## src/rtl/turbo_rate_dematch_soft_combiner_defines.svh

```systemverilog
// assertion macros shared by the rate dematching block
`ifndef TURBO_RATE_DEMATCH_SOFT_COMBINER_DEFINES_SVH
`define TURBO_RATE_DEMATCH_SOFT_COMBINER_DEFINES_SVH
`ifndef SYNTH
// checked property, off while reset is high
`define RTDM_ASSERT(label, prop) \
   label: assert property (@(posedge clock) disable iff (reset) prop) \
      else $error("rtdm assertion failed");
// checked property, also during reset
`define RTDM_ASSERT_ALWAYS(label, prop) \
   label: assert property (@(posedge clock) prop) else $error("rtdm assertion failed");
`else
`define RTDM_ASSERT(label, prop)
`define RTDM_ASSERT_ALWAYS(label, prop)
`endif
`endif

```

## src/rtl/rtdm_pkg.sv

```systemverilog
// types, constants and codes of the rate dematching block
`timescale 1ns / 1ps
package rtdm_pkg;
   localparam int MAX_ROWS_DEF = 193;
   localparam int COLS_PER_ROW = 96;
   localparam int DIV_W        = 22;
   localparam int DIV_CNT_W    = $clog2(DIV_W + 1);
   localparam int POS_W        = 15;
   localparam int E_W          = 20;
   localparam int SOFT_W       = 16;
   localparam int CSR_IDX_W    = 3;
   localparam int CSR_DATA_W   = 22;

   // item codes
   localparam logic [1:0] CMD_START  = 2'd0;
   localparam logic [1:0] CMD_SAMPLE = 2'd1;
   localparam logic [1:0] CMD_LOAD   = 2'd2;
   localparam logic [1:0] CMD_READ   = 2'd3;

   // status codes
   localparam logic [1:0] STS_OK      = 2'd0;
   localparam logic [1:0] STS_INVALID = 2'd1;
   localparam logic [1:0] STS_ZERO    = 2'd2;

   // register indexes
   localparam logic [CSR_IDX_W-1:0] CSR_ROW_COUNT   = 3'd0;
   localparam logic [CSR_IDX_W-1:0] CSR_TOTAL_BITS  = 3'd1;
   localparam logic [CSR_IDX_W-1:0] CSR_CODE_BLOCKS = 3'd2;
   localparam logic [CSR_IDX_W-1:0] CSR_SOFT_BUF    = 3'd3;
   localparam logic [CSR_IDX_W-1:0] CSR_HARQ        = 3'd4;
   localparam logic [CSR_IDX_W-1:0] CSR_MIMO        = 3'd5;
   localparam logic [CSR_IDX_W-1:0] CSR_MOD_ORDER   = 3'd6;
   localparam logic [CSR_IDX_W-1:0] CSR_LAYERS      = 3'd7;

   typedef enum logic [3:0] {
      ST_CLR_ALL, ST_IDLE, ST_DECODE, ST_DIV_GO, ST_DIV_WAIT, ST_E_MUL,
      ST_K_MUL, ST_CLR_BLK, ST_SCAN, ST_SCAN_CHK, ST_RD, ST_FIN
   } state_type;

   typedef enum logic [2:0] {
      OP_SBS_MIMO, OP_NIR_M, OP_NCB, OP_TB_L, OP_GP_Q, OP_GP_C, OP_COLS, OP_K0
   } div_op_type;

   typedef enum logic [2:0] {
      RES_START_INV, RES_START_ZERO, RES_START_OK, RES_SAMPLE_FAIL,
      RES_SAMPLE_OK, RES_POS_BAD, RES_LOAD, RES_READ
   } res_type;

   typedef struct packed {
      logic       item_load;
      logic       scan_init;
      logic       scan_adv;
      logic       mem_rd;
      logic       rd_at_pos;
      logic       div_start;
      div_op_type div_op;
      logic       e_mul;
      logic       k_mul;
      logic       sweep_init;
      logic       clr_all_wr;
      logic       clr_blk_wr;
      logic       out_load;
      res_type    res_sel;
   } ctrl_cmd_type;

   typedef struct packed {
      logic [1:0] item_cmd;
      logic       item_clr;
      logic       cfg_bad;
      logic       sl_zero;
      logic       pos_bad;
      logic       div_done;
      logic       ncb_zero;
      logic       null_bit;
      logic       steps_last;
      logic       sweep_last_all;
      logic       sweep_last_blk;
      logic       out_free;
   } dp_status_type;
endpackage

```

## src/rtl/rtdm_ctrl.sv

```systemverilog
// controller state machine sequencing start, sample, load and read words
`timescale 1ns / 1ps
`include "turbo_rate_dematch_soft_combiner_defines.svh"
module rtdm_ctrl (
   input  logic                    clock,
   input  logic                    reset,
   input  logic                    req_valid,
   output logic                    req_ready,
   input  rtdm_pkg::dp_status_type sts,
   output rtdm_pkg::ctrl_cmd_type  cmd
);
   import rtdm_pkg::*;

   state_type  state_ff, state_in;
   div_op_type op_ff, op_in;
   res_type    res_ff, res_in;

   always_ff @(posedge clock) begin
      if (reset) begin
         state_ff <= ST_CLR_ALL;
         op_ff    <= OP_SBS_MIMO;
         res_ff   <= RES_START_INV;
      end else begin
         state_ff <= state_in;
         op_ff    <= op_in;
         res_ff   <= res_in;
      end
   end

   // next state and commands
   always_comb begin
      state_in   = state_ff;
      op_in      = op_ff;
      res_in     = res_ff;
      req_ready  = 1'b0;
      cmd        = '0;
      cmd.div_op = op_ff;
      cmd.res_sel = res_ff;
      unique case (state_ff)
         ST_CLR_ALL: begin
            cmd.clr_all_wr = 1'b1;
            if (sts.sweep_last_all) begin
               cmd.sweep_init = 1'b1;
               state_in = ST_IDLE;
            end
         end
         ST_IDLE: begin
            req_ready = 1'b1;
            if (req_valid) begin
               cmd.item_load = 1'b1;
               state_in = ST_DECODE;
            end
         end
         ST_DECODE: begin
            unique case (sts.item_cmd)
               CMD_START: begin
                  if (sts.cfg_bad) begin
                     res_in   = RES_START_INV;
                     state_in = ST_FIN;
                  end else begin
                     op_in    = OP_SBS_MIMO;
                     state_in = ST_DIV_GO;
                  end
               end
               CMD_SAMPLE: begin
                  if (sts.sl_zero) begin
                     res_in   = RES_SAMPLE_FAIL;
                     state_in = ST_FIN;
                  end else begin
                     cmd.scan_init = 1'b1;
                     state_in = ST_SCAN;
                  end
               end
               CMD_LOAD: begin
                  res_in   = sts.pos_bad ? RES_POS_BAD : RES_LOAD;
                  state_in = ST_FIN;
               end
               CMD_READ: begin
                  if (sts.pos_bad) begin
                     res_in   = RES_POS_BAD;
                     state_in = ST_FIN;
                  end else begin
                     state_in = ST_RD;
                  end
               end
               default: ;
            endcase
         end
         ST_DIV_GO: begin
            cmd.div_start = 1'b1;
            state_in = ST_DIV_WAIT;
         end
         ST_DIV_WAIT: begin
            if (sts.div_done) begin
               unique case (op_ff)
                  OP_SBS_MIMO: begin op_in = OP_NIR_M; state_in = ST_DIV_GO; end
                  OP_NIR_M:    begin op_in = OP_NCB;   state_in = ST_DIV_GO; end
                  OP_NCB:      begin op_in = OP_TB_L;  state_in = ST_DIV_GO; end
                  OP_TB_L:     begin op_in = OP_GP_Q;  state_in = ST_DIV_GO; end
                  OP_GP_Q:     begin op_in = OP_GP_C;  state_in = ST_DIV_GO; end
                  OP_GP_C:     state_in = ST_E_MUL;
                  OP_COLS:     state_in = ST_K_MUL;
                  OP_K0: begin
                     if (sts.item_clr) begin
                        cmd.sweep_init = 1'b1;
                        state_in = ST_CLR_BLK;
                     end else begin
                        res_in   = RES_START_OK;
                        state_in = ST_FIN;
                     end
                  end
                  default: ;
               endcase
            end
         end
         ST_E_MUL: begin
            cmd.e_mul = 1'b1;
            if (sts.ncb_zero) begin
               res_in   = RES_START_ZERO;
               state_in = ST_FIN;
            end else begin
               op_in    = OP_COLS;
               state_in = ST_DIV_GO;
            end
         end
         ST_K_MUL: begin
            cmd.k_mul = 1'b1;
            op_in     = OP_K0;
            state_in  = ST_DIV_GO;
         end
         ST_CLR_BLK: begin
            cmd.clr_blk_wr = 1'b1;
            if (sts.sweep_last_blk) begin
               cmd.sweep_init = 1'b1;
               res_in   = RES_START_OK;
               state_in = ST_FIN;
            end
         end
         ST_SCAN: begin
            cmd.mem_rd = 1'b1;
            state_in = ST_SCAN_CHK;
         end
         ST_SCAN_CHK: begin
            if (!sts.null_bit) begin
               res_in   = RES_SAMPLE_OK;
               state_in = ST_FIN;
            end else if (sts.steps_last) begin
               res_in   = RES_SAMPLE_FAIL;
               state_in = ST_FIN;
            end else begin
               cmd.scan_adv = 1'b1;
               state_in = ST_SCAN;
            end
         end
         ST_RD: begin
            cmd.mem_rd    = 1'b1;
            cmd.rd_at_pos = 1'b1;
            res_in   = RES_READ;
            state_in = ST_FIN;
         end
         ST_FIN: begin
            if (sts.out_free) begin
               cmd.out_load = 1'b1;
               state_in = ST_IDLE;
            end
         end
         default: state_in = ST_IDLE;
      endcase
   end

   // checks
   `RTDM_ASSERT(a_accept_decodes, (req_valid && req_ready) |=> (state_ff == ST_DECODE))
   `RTDM_ASSERT(a_div_go_waits, cmd.div_start |=> (state_ff == ST_DIV_WAIT))
   `RTDM_ASSERT(a_load_when_free, cmd.out_load |-> sts.out_free)
   `RTDM_ASSERT(a_no_clear_on_sample, cmd.clr_blk_wr |-> (sts.item_cmd == CMD_START))
endmodule

```

## config.mk

```make
export PLATFORM = sky130hd
export DESIGN_NAME = rtdm_ctrl
export DESIGN_NICKNAME = d
export VERILOG_FILES = /design/src/rtl/rtdm_pkg.sv /design/src/rtl/rtdm_ctrl.sv
export VERILOG_INCLUDE_DIRS = /design/src /design/src/rtl
export SDC_FILE = /design/constraint.sdc
export NUM_CORES = 1
export LEC_CHECK = 0
export BUFFER_PORTS_ARGS = -buffer_cell sky130_fd_sc_hd__buf_2
export CAP_MARGIN = 20
export CORE_UTILIZATION = 51
export CTS_BUF_LIST = sky130_fd_sc_hd__clkbuf_16
export DETAILED_ROUTE_END_ITERATION = 6
export PLACE_DENSITY = 0.82
export SLEW_MARGIN = 20
export SYNTH_ARGS = -nofsm -noshare
export SYNTH_HDL_FRONTEND = slang
export SYNTH_SLANG_ARGS = --single-unit
```

## constraint.sdc

```tcl
create_clock -name clock -period 2.2 [get_ports clock]
set_input_delay 0.44 -clock clock [delete_from_list [all_inputs] [get_ports clock]]
set_output_delay 0.44 -clock clock [all_outputs]
set_load 0.01 [all_outputs]
```

# == After elaboration in Yosys (flattened, before gate mapping) ==
# Index checks and enable logic that the tools add are counted.
# word_totals
word_cells,108
ff_bits,10
inputBits,16
output_inout_bits,19
# classes
muxes,58
n_reduce_logical,10
eq_ne,37
# op_table
op,count
$pmux W4 S12,1
$mux W3,14
$mux W4,9
$pmux W4 S4,2
$mux W1,24
$pmux W3 S4,2
$ne A2 B2 Y1 const B,9
$pmux W3 S6,1
$eq A4 B3 Y1 const B,4
$eq A4 B4 Y1 const B,4
$pmux W3 S5,1
$eq A3 B3 Y1 const B,4
$ne A3 B3 Y1 const B,4
$reduce_and A10 Y1,1
$eq A4 B2 Y1 const B,2
$eq A3 B2 Y1 const B,2
$mux W2,3
$ne A6 B1 Y1 const B,1
$reduce_and A6 Y1,1
$reduce_bool A6 Y1,1
$reduce_and A5 Y1,1
$reduce_or A5 Y1,1
$eq A2 B2 Y1 const B,2
$eq A4 B1 Y1 const B,1
other kinds (9),10

# == Depth between registers and ports, before layout ==
# logic_depth
word_depth,5
mapped_depth,7
mapped_depth_nobuf,5

# == Least setup slack after synthesis ==
# No wires, ideal clock.
# synth_path
path_type,reg-to-output
from,reg state_ff[0]
to,out cmd[6] in the netlist's numbering
path_stages_with_launch,6
arrival_ns,1.377
path_buffers,3
t_required_ns,1.760
slack_ns,0.383
cell_sequence,dfxtp_1 -> buf_2 -> buf_2 -> clkbuf_1 -> a41oi_1 -> o21ai_0
# synth_rtl
item,line,text
start: declaration,rtdm_ctrl.sv:14,"state_type state_ff, state_in;"
start signal: assignment,rtdm_ctrl.sv:24,state_ff <= state_in;
end: declaration,rtdm_ctrl.sv:10,output rtdm_pkg::ctrl_cmd_type cmd

==> impl_metrics.py <==
metrics = {
    "finish": {
        "layout-drive-gt1-share_pct": 29.6,
        "nNetsFinal": 213,
        "final_cell_area_um2": 1450,
        "fill_cells": 179,
        "final-seq-area_um2": 205,
        "area_delta_synth_final_pct": 28.3,
        "antenna_cells": 0,
        "multiInputGateArea_um2": 818,
        "stdcell_count": 223,
    },
    "synth": {
        "yosys.area.top_type_share_pct": 17.8,
        "syn-cell-area_um2": 1130,
        "syn_inst": 160,
        "yosysSeqAreaShare_pct": 17.8,
        "ys_seq_elements": 10,
        "ys_top_cells_by_area": "dfxtp_1 18%, a21oi_1 8.4%, o21ai_0 5.3%",
        "synthArstFlopShare_pct": 0,
        "synth_edf_count": 0,
        "avgSynthCellArea_um2": 7.04,
        "ys.flop_type": "dfxtp_1",
        "synth_nets": 176,
        "synth.distinct_cells": 53,
        "yosysWarningCount": 0,
        "yosys.area.top_type": "dfxtp_1",
    },
    "power_and_ir_drop": {
        "switchingPower_mw": 0.159,
        "comb_power_share_pct": 18.8,
        "power_frac_seq_pct": 29.6,
        "irDropWorstVdd_uv": 444,
        "p_sw_share_pct": 25.1,
        "p_clk_share_pct": 51.6,
        "internal-power_mw": 0.474,
        "leakage_nw": 0.645,
        "powerDensity_nw_per_um2": 438,
    },
    "setup_path": {
        "r2r_slack_ps": 300,
        "worstPathArrival_ps": 1670,
        "critPathLaunch": "state_ff[3]",
        "crit_type": "reg -> out",
        "timing.rr.start": "state_ff[2]",
        "cp.required_ps": 1760,
        "crit_buf_inv": 1,
        "r2r_cells": 7,
        "critPathTopFamily": "simple AND/OR/NAND/NOR gates",
        "cp-end-kind": "output pin",
        "slowest_stage": "or4b_1",
        "rr_endpoint": "res_ff[0]",
        "start_kind": "register",
        "cp_max_fo": 14,
        "worst_path_largest_cell_delay_ps": 560,
        "crit_path_cell_trace": "or4b_1 -> nor2_1 -> nand4_1 -> o21ai_0 -> buf_2",
    },
    "route": {
        "wire_per_inst_um": 15.8,
        "post_drt_via_cell_ratio": 6.33,
        "drt_iter0_markers": 60,
        "drc": 0,
        "drt_wl_total_um": 3520,
        "vias": 1412,
        "dr.pass1.iters": 4,
        "ant_nets": 0,
    },
    "flow_run": {
        "maxCapViolations": 0,
    },
    "min_path": {
        "hold_class": "in -> reg",
        "hold_depth": 3,
        "min_from": "sts[0]",
        "holdPathEnd": "state_ff[3]",
    },
    "sta": {
        "min_period_ps": 2110,
        "finClkSkew_ps": 1.37,
        "slew_headroom_pct": 66.8,
        "setup_ws_ps": 91.6,
        "finalHoldViolations": 0,
        "worstMarginPinSlew_ps": 486,
        "fin_hold_ws_ps": 536,
        "period_share_pct": 95.8,
        "fmax_mhz": 474,
        "maxSlewViolCount": 0,
        "setup_viol": 0,
    },
    "placed_design": {
        "gp_congestion": 0.912,
        "placedCellCount": 216,
        "dpl_cell_area_um2": 1340,
        "dpl_worst_slack_ps": 253,
        "dp_hpwl_um": 2530,
        "port_buffers": 34,
    },
    "cts": {
        "insertion_delay_ps": 240,
        "cts_tree": "built",
        "clk_pin_slew_ps": 40,
        "cts-root-buf": "clkbuf_16",
        "htree_levels": 1,
        "cts_sinks": 10,
        "cts_buffers": 3,
        "cts_max_path_buffers": 2,
    },
    "global_routing": {
        "track_usage_pct": 30.5,
        "grt.overflow.total": 0,
        "grt_pass1_vias": 1248,
        "antenna_found_initial": 0,
        "grt_max_degree": 23,
        "grt_pass1_wl_um": 5810,
    },
    "floorplanning": {
        "coreArea_um2": 2020,
        "std_cell_rows": 16,
        "die_h_um": 49.0,
        "pin_count": 35,
        "start_util_pct": 55.7,
        "dieWidth_um": 49.0,
        "die_area_um2": 2400,
    },
    "status": {
        "status": "finished clean",
    },
}
==> cell usage in the layout, fill, tap and decap left out, types with 4 or more instances in the layout <==
cell	count
dfxtp_1	8
nor2b_1	6
a21oi_1	19
nor3_1	6
o21ai_0	12
buf_4	13
mux2i_1	4
nor2_1	12
nand2b_1	8
inv_1	8
buf_2	34
nand2_1	6
==> cell type report <==
class | count | area share (%)
clock buffers | 3 | 5.19
clock inverters | 1 | 0.260
inverters | 8 | 2.08
multi-input cells | 126 | 56.6
flip-flops and latches | 10 | 14.2
well taps | 27 | 2.34
repair buffers | 48 | 19.3
==> per-layer routing <==
| layer | GRT usage [%] | vias to the layer above | wire length [um] |
|---|---|---|---|
| li1 | - | 674 | - |
| met1 | 39.7 | 665 | 1530 |
| met2 | 51.4 | 69 | 1730 |
| met3 | 5.92 | 4 | 229 |
| met4 | 7.35 | 0 | 34 |
| met5 | 0 | - | 0 |
==> worst max-delay path by stage <==
| stage | endpoint | slack [ps] | cells after the start |
|---|---|---|---|
| floorplan | cmd[6] | 380 | 5 |
| global placement | res_ff[0] | 300 | 5 |
| detailed placement | res_ff[0] | 250 | 5 |
| CTS | cmd[6] | 50 | 5 |
| global route | cmd[6] | -10 | 5 |
| finish | cmd[6] | 90 | 5 |
==> cell families after synthesis <==
logic type | count (synthesis) | synth area share [%]
AOI/OAI and AO/OA | 61 | 35.9
xor gates and xnor gates | 1 | 0.778
buffers and inverters | 24 | 9.56
DFF | 10 | 17.8
muxes | 4 | 3.56
and+or+nand+nor | 60 | 32.4
==> through the flow <==
step / TNS (ps) / utilization, % / power (mW)
CTS: 0 / 69.9 / 0.637
global placement: 0 / 66.0 / 0.306
detailed placement: 0 / 66.0 / 0.309
global route: -12.2 / 71.5 / 0.659
finish: 0 / 71.5 / 0.633
floorplan: 0 / - / 0.266
==> timing repair <==
action,in CTS,in global routing
setup buffers,0,3
hold buffers,0,0
setup endpoints to repair,0,1
gates resized for setup,0,4
==> worst min-delay path: stages <==
cell,delay [ps]
buf_2,90
nand4b_1,110
a21oi_1,80
==> state kept, by name, indices dropped and copies added (netlist names) <==
signal	count
state_ff	4
op_ff	3
res_ff	3
==> power groups by stage <==
| stage | registers (mW) | logic (mW) | clock network, mW |
|---|---|---|---|
| floorplan | 0.191 | 0.0748 | 0 |
| global placement | 0.191 | 0.114 | 0 |
| detailed placement | 0.192 | 0.117 | 0 |
| CTS | 0.188 | 0.118 | 0.332 |
| global route | 0.187 | 0.130 | 0.341 |
| finish | 0.187 | 0.119 | 0.326 |
==> synth_stat cells (2+ instances only) <==
master	n
a2111oi_0	2
a211o_1	2
a211oi_1	3
a21oi_1	19
a31oi_1	2
and2_1	2
buf_2	8
clkbuf_1	7
dfxtp_1	10
inv_1	8
mux2i_1	4
nand2_1	6
nand2b_1	8
nand3_1	2
nor2_1	12
nor2b_1	6
nor3_1	6
nor3b_1	3
o21ai_0	12
o22ai_1	3
o31ai_1	3
Note: power is estimated with default switching activity, not from simulation.
